===== src/rtl/core/tah_pkg.sv =====
// shared constants for the heron triangle area pipeline
`timescale 1ns / 1ps
package tah_pkg;
    // width of the area result
    localparam int AREA_BITS = 51;
    // operand slice width used by the split multipliers
    localparam int MUL_LIMB = 18;
endpackage


===== src/rtl/core/tah_mul.sv =====
// pipelined wide multiplier built from limb products, three stages
`timescale 1ns / 1ps
module tah_mul #(
    parameter int W = 36
) (
    input  logic           aclk,
    input  logic           en,
    input  logic [W-1:0]   a,
    input  logic [W-1:0]   b,
    output logic [2*W-1:0] p
);
    import tah_pkg::*;

    localparam int L  = MUL_LIMB;
    localparam int N  = (W + L - 1) / L;
    localparam int FW = N * L;
    localparam int PW = 2 * FW;

    logic [FW-1:0]  a_ext;
    logic [FW-1:0]  b_ext;
    logic [2*L-1:0] pp_reg   [N*N];
    logic [PW-1:0]  row_next [N];
    logic [PW-1:0]  row_reg  [N];
    logic [PW-1:0]  p_next;
    logic [PW-1:0]  p_reg;

    assign a_ext = FW'(a);
    assign b_ext = FW'(b);

    always_comb begin
        for (int i = 0; i < N; i++) begin
            row_next[i] = '0;
            for (int j = 0; j < N; j++) begin
                row_next[i] = row_next[i] + (PW'(pp_reg[i*N+j]) << (j * L));
            end
        end
        p_next = '0;
        for (int i = 0; i < N; i++) begin
            p_next = p_next + (row_reg[i] << (i * L));
        end
    end

    always_ff @(posedge aclk) begin
        if (en) begin
            for (int i = 0; i < N; i++) begin
                for (int j = 0; j < N; j++) begin
                    pp_reg[i*N+j] <= (2*L)'(a_ext[i*L +: L]) * (2*L)'(b_ext[j*L +: L]);
                end
                row_reg[i] <= row_next[i];
            end
            p_reg <= p_next;
        end
    end

    assign p = p_reg[2*W-1:0];
endmodule


===== config.mk =====
export PLATFORM = sky130hd
export DESIGN_NAME = tah_mul
export DESIGN_NICKNAME = d
export VERILOG_FILES = /design/src/rtl/core/tah_pkg.sv /design/src/rtl/core/tah_mul.sv
export SDC_FILE = /design/constraint.sdc
export NUM_CORES = 2
export LEC_CHECK = 0
export BUFFER_PORTS_ARGS = -buffer_cell sky130_fd_sc_hd__buf_4
export CORE_MARGIN = 2
export CORE_UTILIZATION = 65
export CTS_CLUSTER_DIAMETER = 30
export DETAILED_ROUTE_END_ITERATION = 16
export HOLD_SLACK_MARGIN = 0.06
export PLACE_DENSITY = 0.83
export SLEW_MARGIN = 5
export SYNTH_ARGS = -nofsm -noshare
export SYNTH_HDL_FRONTEND = slang
export SYNTH_SLANG_ARGS = --single-unit

===== constraint.sdc =====
create_clock -name aclk -period 9.04 [get_ports aclk]
set_input_delay 0.904 -clock aclk [delete_from_list [all_inputs] [get_ports aclk]]
set_output_delay 0.904 -clock aclk [all_outputs]
set_load 0.01 [all_outputs]

# Yosys cells after proc, flatten, opt, wreduce, memory -nomap -nowiden
# Memory sizes are Yosys's and may differ from the RTL's.
# Cells that the tools add are included.
word_totals:
  reg_bits: 72
  ramBits: 254
  input_bits: 74
  out_inout_bits: 72
  wordCells: 12
  memories: 2
op_classes:
  n_addsub: 3
  mul: 4
  muxes: 2
memory_table:
  columns: ["memory", "depth", "width", "read_ports", "rd_clocked_by_memory_dff", "write_ports", "line", "rtl"]
  rows:
  - ["pp_reg", 4, 36, 4, 0, 4, "tah_mul.sv:21", "logic [2*L-1:0] pp_reg [N*N];"]
  - ["row_reg", 2, 55, 2, 0, 2, "tah_mul.sv:23", "logic [PW-1:0] row_reg [N];"]
op_table:
  columns: ["operator", "count"]
  rows:
  - ["$mul 18x18->36", 4]
  - ["$add 36x54->55", 2]
  - ["$add 72x72->72", 1]
  - ["$mux 1", 2]

# Longest topological paths before layout
depth:
  depth_word: 2
  mapped_depth: 26
  ltp_nobuf: 24

# Worst setup path after synthesis
# Ideal clock, no wire load.
synth_path:
  path_type: "input -> register"
  start: "input b[3]"
  end: "memory pp_reg[2][34] (netlist bit) (data pin)"
  setup_time_ps: 260
  arrival_ps: 6883
  required_ps: 8780
  setup_slack_ps: 1897
  cell_stages: 23
  path_cell_list: "clkbuf_1 -> clkbuf_1 -> nand2_1 -> fa_1 -> fa_1 -> fa_1 -> fa_1 -> inv_1 -> fa_1 -> inv_1 -> fa_1 -> inv_1 -> ha_1 -> o21a_1 -> and2_1 -> a311oi_4 -> a21oi_2 -> a41oi_2 -> o21ai_2 -> and2_4 -> a221o_2 -> a221oi_2 -> xnor2_1"
synth_lines:
  columns: ["element", "line", "rtl"]
  rows:
  - ["start: declaration", "tah_mul.sv:9", "input logic [W-1:0] b,"]
  - ["end: declaration", "tah_mul.sv:21", null]

==> metrics.cfg <==
[cells_and_area]
area_growth_pct=7.05
fin_cells=6959
largest_reg_flops=144
drive_gt1_share_pct=5.01
final_area_um2=60000
final_cell_mix=inv_1 (1258), fa_1 (1027), nand2_1 (850)
regArea_um2=9760
nNetsFinal=7369
final_common_cell=inv_1
multiInputGateArea_um2=40500
fill_cells=6107

[global_route]
grt_pass1_vias=43614
grt_max_degree=175
grt_use_total_pct=31.6
grt-ovfl-total=0
grt_pass1_wl_um=221000
antenna_found_initial=6

[cts]
cts_made_buffers=69
post_cts_resized=0
clock-sinks=325
clk_pin_slew_worst_paths_ps=60
cts_hold_buffers=0
clk_latency_ps=610
htreeDepth=3
postCtsSetupBuffers=0
clockBufferDepth=3
cts_tree=done
cts_root_buf=clkbuf_16

[worst_setup_path]
path_cells=buf_4, nand2_1, fa_1, inv_1, fa_1, inv_1, fa_1, inv_1, fa_1, fa_1, inv_1, fa_1, inv_1, ha_1, a21oi_1, o21ai_0, a311oi_1, a2bb2oi_1, o21ai_0, nand2b_1, nand2_1, a21o_1, a21oi_1, xnor2_1
crit_top_cell=fa_1
crit_cells=24
crit_buf_inv=6
reg2reg_depth=11
start_kind=primary input
criticalPathCategory=in -> reg
path_delay_family=adder cells
slowest_stage=a311oi_1
arrival_ps=7750
critPathMaxStageDelay_ps=730
crit_fanout=36
critical_path.endpoint_type=register
critPathRequiredTime_ps=9400

[placement]
dpl-instance-area_um2=57500
place_inst=6828
hpwl_um=99100
numPortBuffers=145
place.gp.congestion=0.951

[worst_hold_path]
whs_path_depth=0
hp-class=reg -> reg

[logic_synthesis]
ys_types=75
ys_warn_count=0
syn_avg_cell_area_um2=9.63
synth_edf_count=325
async_reset_ff_share_pct=0
syn-num-nets=7429
yosysSeqAreaShare_pct=17.4
syn-cell-area_um2=56000
ys_ff_latch=325
synthCells=5815
dominantRegCellSynth=edfxtp_1

[sta]
timing.fmax_mhz=135
tns_ps=0
slew_headroom_pct=33.2
finalMaxSlewViolations=0
fin_crit_sh_pct=81.7
finalClockSkew_ps=26.5
setup_violations=0
hold_ws_ps=404
rsz0062_at_grt=no
final_hold_viol_count=0
tightest_slew_ps=1000
fin_crit_ps=7380

[route]
drt_pass1_iterations=6
ant_nets=0
vias=39846
finalWirelength_um=135000
via_per_inst=5.73
drt_iter0_markers=3072
drc=0
wl_per_cell_um=19.3

[status]
status=finished clean

[die]
core_um2=85300
dieHeight_um=298
io_pins=146
placementRows=107
die_x_um=298
start_util_pct=65.7
die-area_um2=88500

[run]
cap_violations=0

-- final cells by class --
type,count,area share (%)
Antenna cell,5,0.0209
Clock buffer,76,2.92
Clock inverter,50,1.11
Inverter,1258,7.88
Multi-Input combinational cell,3951,67.5
Sequential cell,325,16.3
Tap cell,1144,2.39
Timing Repair Buffer,150,1.91
-- synth_stat cells (3+ instances only) --
master / instances / area share (%)
o31ai_1: 3 / 0.040
inv_1: 1258 / 8.4
o21bai_1: 29 / 0.39
nor4_1: 4 / 0.045
nor2_1: 93 / 0.62
nand3_1: 31 / 0.28
ha_1: 513 / 11
o21ai_1: 6 / 0.054
o21a_1: 26 / 0.35
a31o_2: 3 / 0.047
o21ai_0: 84 / 0.75
xor2_1: 64 / 1.0
nand2_1: 850 / 5.7
nand3b_1: 3 / 0.040
o211ai_1: 8 / 0.11
a221oi_1: 8 / 0.13
nand4_1: 28 / 0.31
nand2b_1: 17 / 0.19
and4_1: 5 / 0.078
a31oi_1: 16 / 0.18
a2111oi_0: 6 / 0.094
a21boi_0: 4 / 0.054
a21o_1: 93 / 1.2
and2_1: 558 / 6.2
edfxtp_1: 325 / 17
and3_1: 29 / 0.32
a211o_1: 4 / 0.063
o21ai_2: 5 / 0.078
o31a_1: 4 / 0.063
xnor2_1: 172 / 2.7
a211oi_1: 14 / 0.19
fa_1: 1027 / 37
nor2b_1: 24 / 0.27
clkbuf_1: 279 / 1.9
o2111ai_1: 3 / 0.047
a21oi_1: 150 / 1.3
nor3_1: 19 / 0.17
-- final timing paths --
check,start,end,slack [ps]
worst max register to register,row_reg[0][33],p[71],4800
worst min-delay path,pp_reg[2][3],row_reg[0][58],400
worst min register to register,pp_reg[2][3],row_reg[0][58],400
worst max-delay path,a[25],pp_reg[3][32],1660
-- metal layers --
metal / GRT usage (%) / up-vias / share of wire (%)
met5: 0 / - / 0.030
met4: 12.4 / 6 / 4.0
met3: 8.73 / 418 / 11
met2: 52.2 / 1849 / 47
met1: 39.7 / 19995 / 38
li1: - / 17578 / -
-- per-stage QoR --
step | setup WS [ps] | utilization (%)
after global routing | 1420 | 70.3
after detailed placement | 1410 | 67.4
after global placement | 1610 | 67.4
final | 1660 | 70.3
after CTS | 1910 | 70.3
after floorplan | 1900 | -
-- cell families (layout without fill, tap and decap cells) --
family          count (synthesis)  after routing  share of synthesized area (%)
buf+inv                      1539           1534                           10.3
fa+ha+maj                    1540           1540                           48.2
xor+xnor                      236            236                           3.69
simple gates                 1670           1670                           14.4
mux                             1              1                         0.0201
compound gates                504            504                           5.98
flops                         325            325                           17.4
other cells                     0              5                              0
Power is left out: the tool's default activity adds up to more than one toggle a clock period on the data nets, which glitch-free logic cannot reach.
