File: config.mk
export PLATFORM = sky130hd
export DESIGN_NAME = tah_isqrt
export DESIGN_NICKNAME = d
export VERILOG_FILES = /design/src/rtl/core/tah_isqrt.sv
export SDC_FILE = /design/constraint.sdc
export NUM_CORES = 2
export LEC_CHECK = 0
export BUFFER_PORTS_ARGS = -buffer_cell sky130_fd_sc_hd__buf_2
export CORE_MARGIN = 1
export CORE_UTILIZATION = 25
export DETAILED_ROUTE_END_ITERATION = 10
export PLACE_DENSITY = 0.36
export SETUP_SLACK_MARGIN = 0.15
export SYNTH_ARGS = -nofsm -noshare
export SYNTH_HDL_FRONTEND = slang
export SYNTH_MEMORY_MAX_BITS = 65536
export SYNTH_SLANG_ARGS = --single-unit
export TNS_END_PERCENT = 10
File: constraint.sdc
create_clock -name aclk -period 5.39 [get_ports aclk]
set_clock_uncertainty 0.1 [all_clocks]
set_input_delay 0.539 -clock aclk [delete_from_list [all_inputs] [get_ports aclk]]
set_output_delay 0.539 -clock aclk [all_outputs]
set_load 0.1 [all_outputs]
File: src/rtl/core/tah_isqrt.sv
// pipelined integer square root, one result bit per stage
`timescale 1ns / 1ps
module tah_isqrt #(
    parameter int IW = 68,
    localparam int OW = (IW + 1) / 2
) (
    input  logic          aclk,
    input  logic          en,
    input  logic [IW-1:0] x,
    output logic [OW-1:0] root
);
    localparam int XW  = 2 * OW;
    localparam int RMW = OW + 3;

    logic [XW-1:0]  x_reg    [OW];
    logic [RMW-1:0] rem_reg  [OW];
    logic [OW-1:0]  root_reg [OW];

    for (genvar k = 0; k < OW; k++) begin : g_stage
        logic [XW-1:0]  xi;
        logic [RMW-1:0] ri;
        logic [OW-1:0]  qi;
        logic [RMW-1:0] rsh;
        logic [RMW-1:0] trial;
        logic           ge;

        if (k == 0) begin : g_first
            assign xi = XW'(x);
            assign ri = '0;
            assign qi = '0;
        end else begin : g_next
            assign xi = x_reg[k-1];
            assign ri = rem_reg[k-1];
            assign qi = root_reg[k-1];
        end

        // bring down the next two radicand bits
        assign rsh   = {ri[RMW-3:0], xi[XW-1:XW-2]};
        assign trial = RMW'({qi, 2'b01});
        assign ge    = (rsh >= trial);

        always_ff @(posedge aclk) begin
            if (en) begin
                x_reg[k]    <= xi << 2;
                rem_reg[k]  <= ge ? (rsh - trial) : rsh;
                root_reg[k] <= {qi[OW-2:0], ge};
            end
        end
    end

    assign root = root_reg[OW-1];
endmodule

# [Yosys cells after proc, flatten, opt, wreduce, memory -nomap -nowiden]
# Memory sizes are Yosys's and may differ from the RTL's.
# Index checks and enable logic that the tools add are counted.
[classes] order_cmp=34 mux=36 addsub=34
[ops] op="$mux 37" count=34
[ops] op="$ge 37x36->1" count=33
[ops] op="$sub 37x36->37" count=33
[ops] op="$sub 2x1->3 const B" count=1
[ops] op="$ge 2x1->1 const B" count=1
[ops] op="$mux 1" count=2
[totals] ram_bits=4658 out_inout_bits=34 input_bits=70 regBits=0 word_cells=107 mem_count=3
[mem_list] name="x_reg" words=34 width=66 read_ports=33 rd_ports_with_merged_regs=0 write_ports=34 line="15" source="logic [XW-1:0] x_reg [OW];"
[mem_list] name="rem_reg" words=34 width=37 read_ports=33 rd_ports_with_merged_regs=0 write_ports=34 line="16" source="logic [RMW-1:0] rem_reg [OW];"
[mem_list] name="root_reg" words=34 width=34 read_ports=34 rd_ports_with_merged_regs=0 write_ports=34 line="17" source="logic [OW-1:0] root_reg [OW];"

# [Longest topological paths before layout]
# An unclocked memory read counts as a cell.
[depth] ltp_word=3 mapped_depth=15 depth_no_buf=13

# [Worst setup path before layout]
# No wires, ideal clock.
[synth_path] kind="reg-to-reg" start="mem rem_reg[14][5] (netlist bit)" end="mem rem_reg[15][30] (netlist bit) (data pin)" setup_ns=0.258 path_buffers=1 period_less_slack_ns=3.490 stages_incl_launch_ff=13 arrival_time_ns=3.132 path_slack_ns=1.900 t_required_ns=5.032 path_cell_list="edfxtp_1 > ha_1 > nand4_1 > or2_2 > a211oi_1 > o21ai_0 > a31oi_1 > nor3_1 > or4_1 > clkbuf_1 > nor3_2 > nand3_1 > xnor2_1"
[synth_lines] item="start, declared" line="16"

==> qor.txt <==
Sinks on Clock Net -> 2819
ys flop type -> edfxtp_1
initial drt markers -> 4836
register area share after synthesis -> 64.64%
average cell area after synthesis -> 12.93 um^2
vias in the first global route -> 80290
global routing's busiest layer -> met2
final hold slack -> 0.1844 ns
placement row count -> 265
largest net degree at the start of global routing -> 139
Arrival @ worst endpoint -> 5.12 ns
first-pass GRT wire length -> 493100 um
Routed WL -> 321600 um
H-tree depth -> 5
cts bufs inserted -> 349
asr flop ratio synth -> 0%
Slew HR -> 18.58%
Synth Warn # -> 0
die width -> 725.8 um
Final Hold Vio Count -> 0
Starting Density -> 25.12%
GRT Resource Usage Total -> 11.86%
CTS max path bufs -> 4
CTS tree -> yes
VDD IR max -> 259.1 uV
Setup CP Type -> register to register
Chip Height -> 725.8 um
cts repair resizes -> 0
GR Layer Usage met3 -> 1.639%
Slew Limit Fails -> 0
Crit Path Max Fanout -> 33
Syn Std Cell Area -> 131000 um^2
Core ar. -> 521200 um^2
pwr/cell area -> 442.0 nW/um^2
Clock Pin Slew Worst Setup and Hold Paths -> 0.06 ns
FF+latch count, synth -> 2819
GRT overflow -> 0
Clk Latency, worst-skew pair -> 0.94 ns
outcome -> complete, no violations
DRC Markers -> 0
unrepaired setup endpoints after global routing -> false
area grow syn2layout -> 16.73%
CP Capture Type -> register
Synth cell types -> 98
Non-Filler Instances -> 17780
average wire per standard cell -> 18.08 um
Slew @ Worst Pin -> 1.190 ns
Max Clk Rate -> 220.7 MHz
share of cells above drive strength 1 -> 8.000%
Tcrit/Tclk final -> 84.06%
clk root buf -> clkbuf_16
crit path launch type -> register
Cells after DPL -> 17070
Setup Viol. Count Final -> 0
Final #Nets -> 11250
Via Count -> 78700
Area contributors post-synth -> edfxtp_1 65%, ha_1 6.0%, xnor2_1 3.2%
number of enable flip-flop cells after synthesis -> 2819
io pins -> 104
Lkg Pwr -> 56.81 nW
initial antenna violation count -> 4
Final Critical Period -> 4.531 ns
CP required -> 5.98 ns
Final ANT Viol Nets -> 0
post-synth net total -> 10830
Max Cap Viol -> 0
dpl hpwl -> 232900 um
I/O Buffers -> 103
fin util -> 29.33%
largest area contributor in the netlist -> edfxtp_1
HP Class -> input port to register
routability cong. -> 0.8211
vias per cell -> 4.426
post-route setup TNS -> 0 ns
drt first pass iters -> 6
GR Util met2 -> 20.72%
max reg flops -> 1122
M1 GR Usage -> 15.16%
share of the synthesized area in the top cell type -> 64.64%
gate count of the mapped netlist -> 10120
die area -> 526700 um^2
==> worst max-delay path: stages (launching register included) <==
cell,delay (ns)
edfxtp_1,0.41
ha_1,0.39
nand4_1,0.22
a221oi_1,0.39
o21ai_1,0.16
a21oi_1,0.32
a21oi_1,0.17
o21ai_0,0.38
a2111oi_0,0.30
nor2_4,0.78
buf_12,0.27
mux2_2,0.35
==> cells in the mapped netlist (82+ instances only) <==
library cell and number:
clkbuf_1 164, nor2b_1 82, edfxtp_1 2819, ha_1 631
o21ai_0 563, xor2_1 457, o21a_1 94, xnor2_1 481
or3_1 113, nand2_1 760, nor2_1 614, nand3_1 144
inv_1 774, mux2_2 83, nor4_1 113, nor3_1 259
a21oi_1 653, nand4_1 99, a21o_1 283, nand2b_1 126
==> final cells by class <==
cell class | count | area [um^2]
antenna | 2 | 5.005
tap | 6942 | 8686
inverter | 776 | 2913
clock buffer | 413 | 9016
timing repair buffer | 270 | 2322
clock inverter | 224 | 2555
sequential | 2819 | 84650
fill | 52670 | 368400
multi-input combinational | 6336 | 42720
==> cell usage in the layout, fill, tap and decap left out, drive strengths merged, types with 28 or more instances in the layout <==
master / Yosys / routed
o21bai: 63 / 63
bufinv: 0 / 43
clkinv: 2 / 159
nor2: 615 / 615
nor3b: 29 / 29
nor3: 263 / 263
or4: 52 / 52
xor2: 457 / 457
o21a: 94 / 94
nand4: 99 / 99
ha: 631 / 631
nor2b: 82 / 82
edfxtp: 2819 / 2819
nand2b: 126 / 126
a21o: 283 / 283
mux2: 83 / 83
o21ai: 568 / 568
o31ai: 64 / 64
nor4: 118 / 118
nand2: 762 / 762
xnor2: 481 / 481
and2: 29 / 29
a21oi: 653 / 653
and3: 48 / 48
or3: 115 / 115
buf: 29 / 200
nand3: 145 / 145
dlygate4sd3: 0 / 70
a31oi: 53 / 53
clkbuf: 164 / 413
or2: 33 / 33
a211oi: 47 / 47
inv: 774 / 785
a211o: 28 / 28
==> kinds of logic (layout without fill, tap and decap cells) <==
family                   count (synthesis)  after routing  synth area share, %
buffers and inverters                  969           1683                2.797
other                                    1              3             0.002864
multiplexers                            92             92               0.7825
AND/OR/NAND/NOR                       2597           2597                9.699
flip-flops                            2819           2819                64.64
XOR/XNOR                               938            938                6.274
AO/OA/AOI/OAI                         2077           2077                9.774
adder cells (fa/ha/maj)                631            631                6.029
==> worst paths after layout <==
kind | startpoint | to | slack, ns | depth (start not counted)
max reg2reg | rem_reg[31][5] | rem_reg[32][14] | 0.86 | 11
min reg2reg | x_reg[12][41] | x_reg[13][43] | 0.29 | 0
min | x[65] | x_reg[0][65] | 0.18 | 2
max | rem_reg[31][5] | rem_reg[32][14] | 0.86 | 11
==> timing repair <==
item,in CTS,in global routing
buffers inserted,0,0
hold buffers,70,0
setup endpoints to repair,0,0
hold endpoints to repair,73,0
==> power breakdown <==
part	switching [mW]	leakage, nW	internal (mW)	total [mW]
clock	9.64	5.60	14.1	23.7
combinational	8.22	24.1	5.64	13.9
sequential	2.12	27.1	27.9	30.0
total	20.0	56.8	47.6	67.6
==> per-stage QoR <==
stage / total power, mW / instance area [um^2] / setup slack (ns)
2_1_floorplan: 39.32 / 131000 / 1.900
3_3_place_gp: 44.42 / 140600 / 0.8184
3_5_place_dp: 44.41 / 140600 / 0.8048
4_1_cts: 68.94 / 152900 / 0.7766
5_1_grt: 71.41 / 152900 / 0.4888
6_report: 67.56 / 152900 / 0.8593
==> routing by layer <==
layer,wire (um),up-vias,part of all wire (%)
met5,0,-,0
li1,-,38340,-
met2,156900,1377,49
met1,143100,38480,45
met3,11720,508,3.6
met4,9797,0,3.0
(Power assumes the default switching activity.)
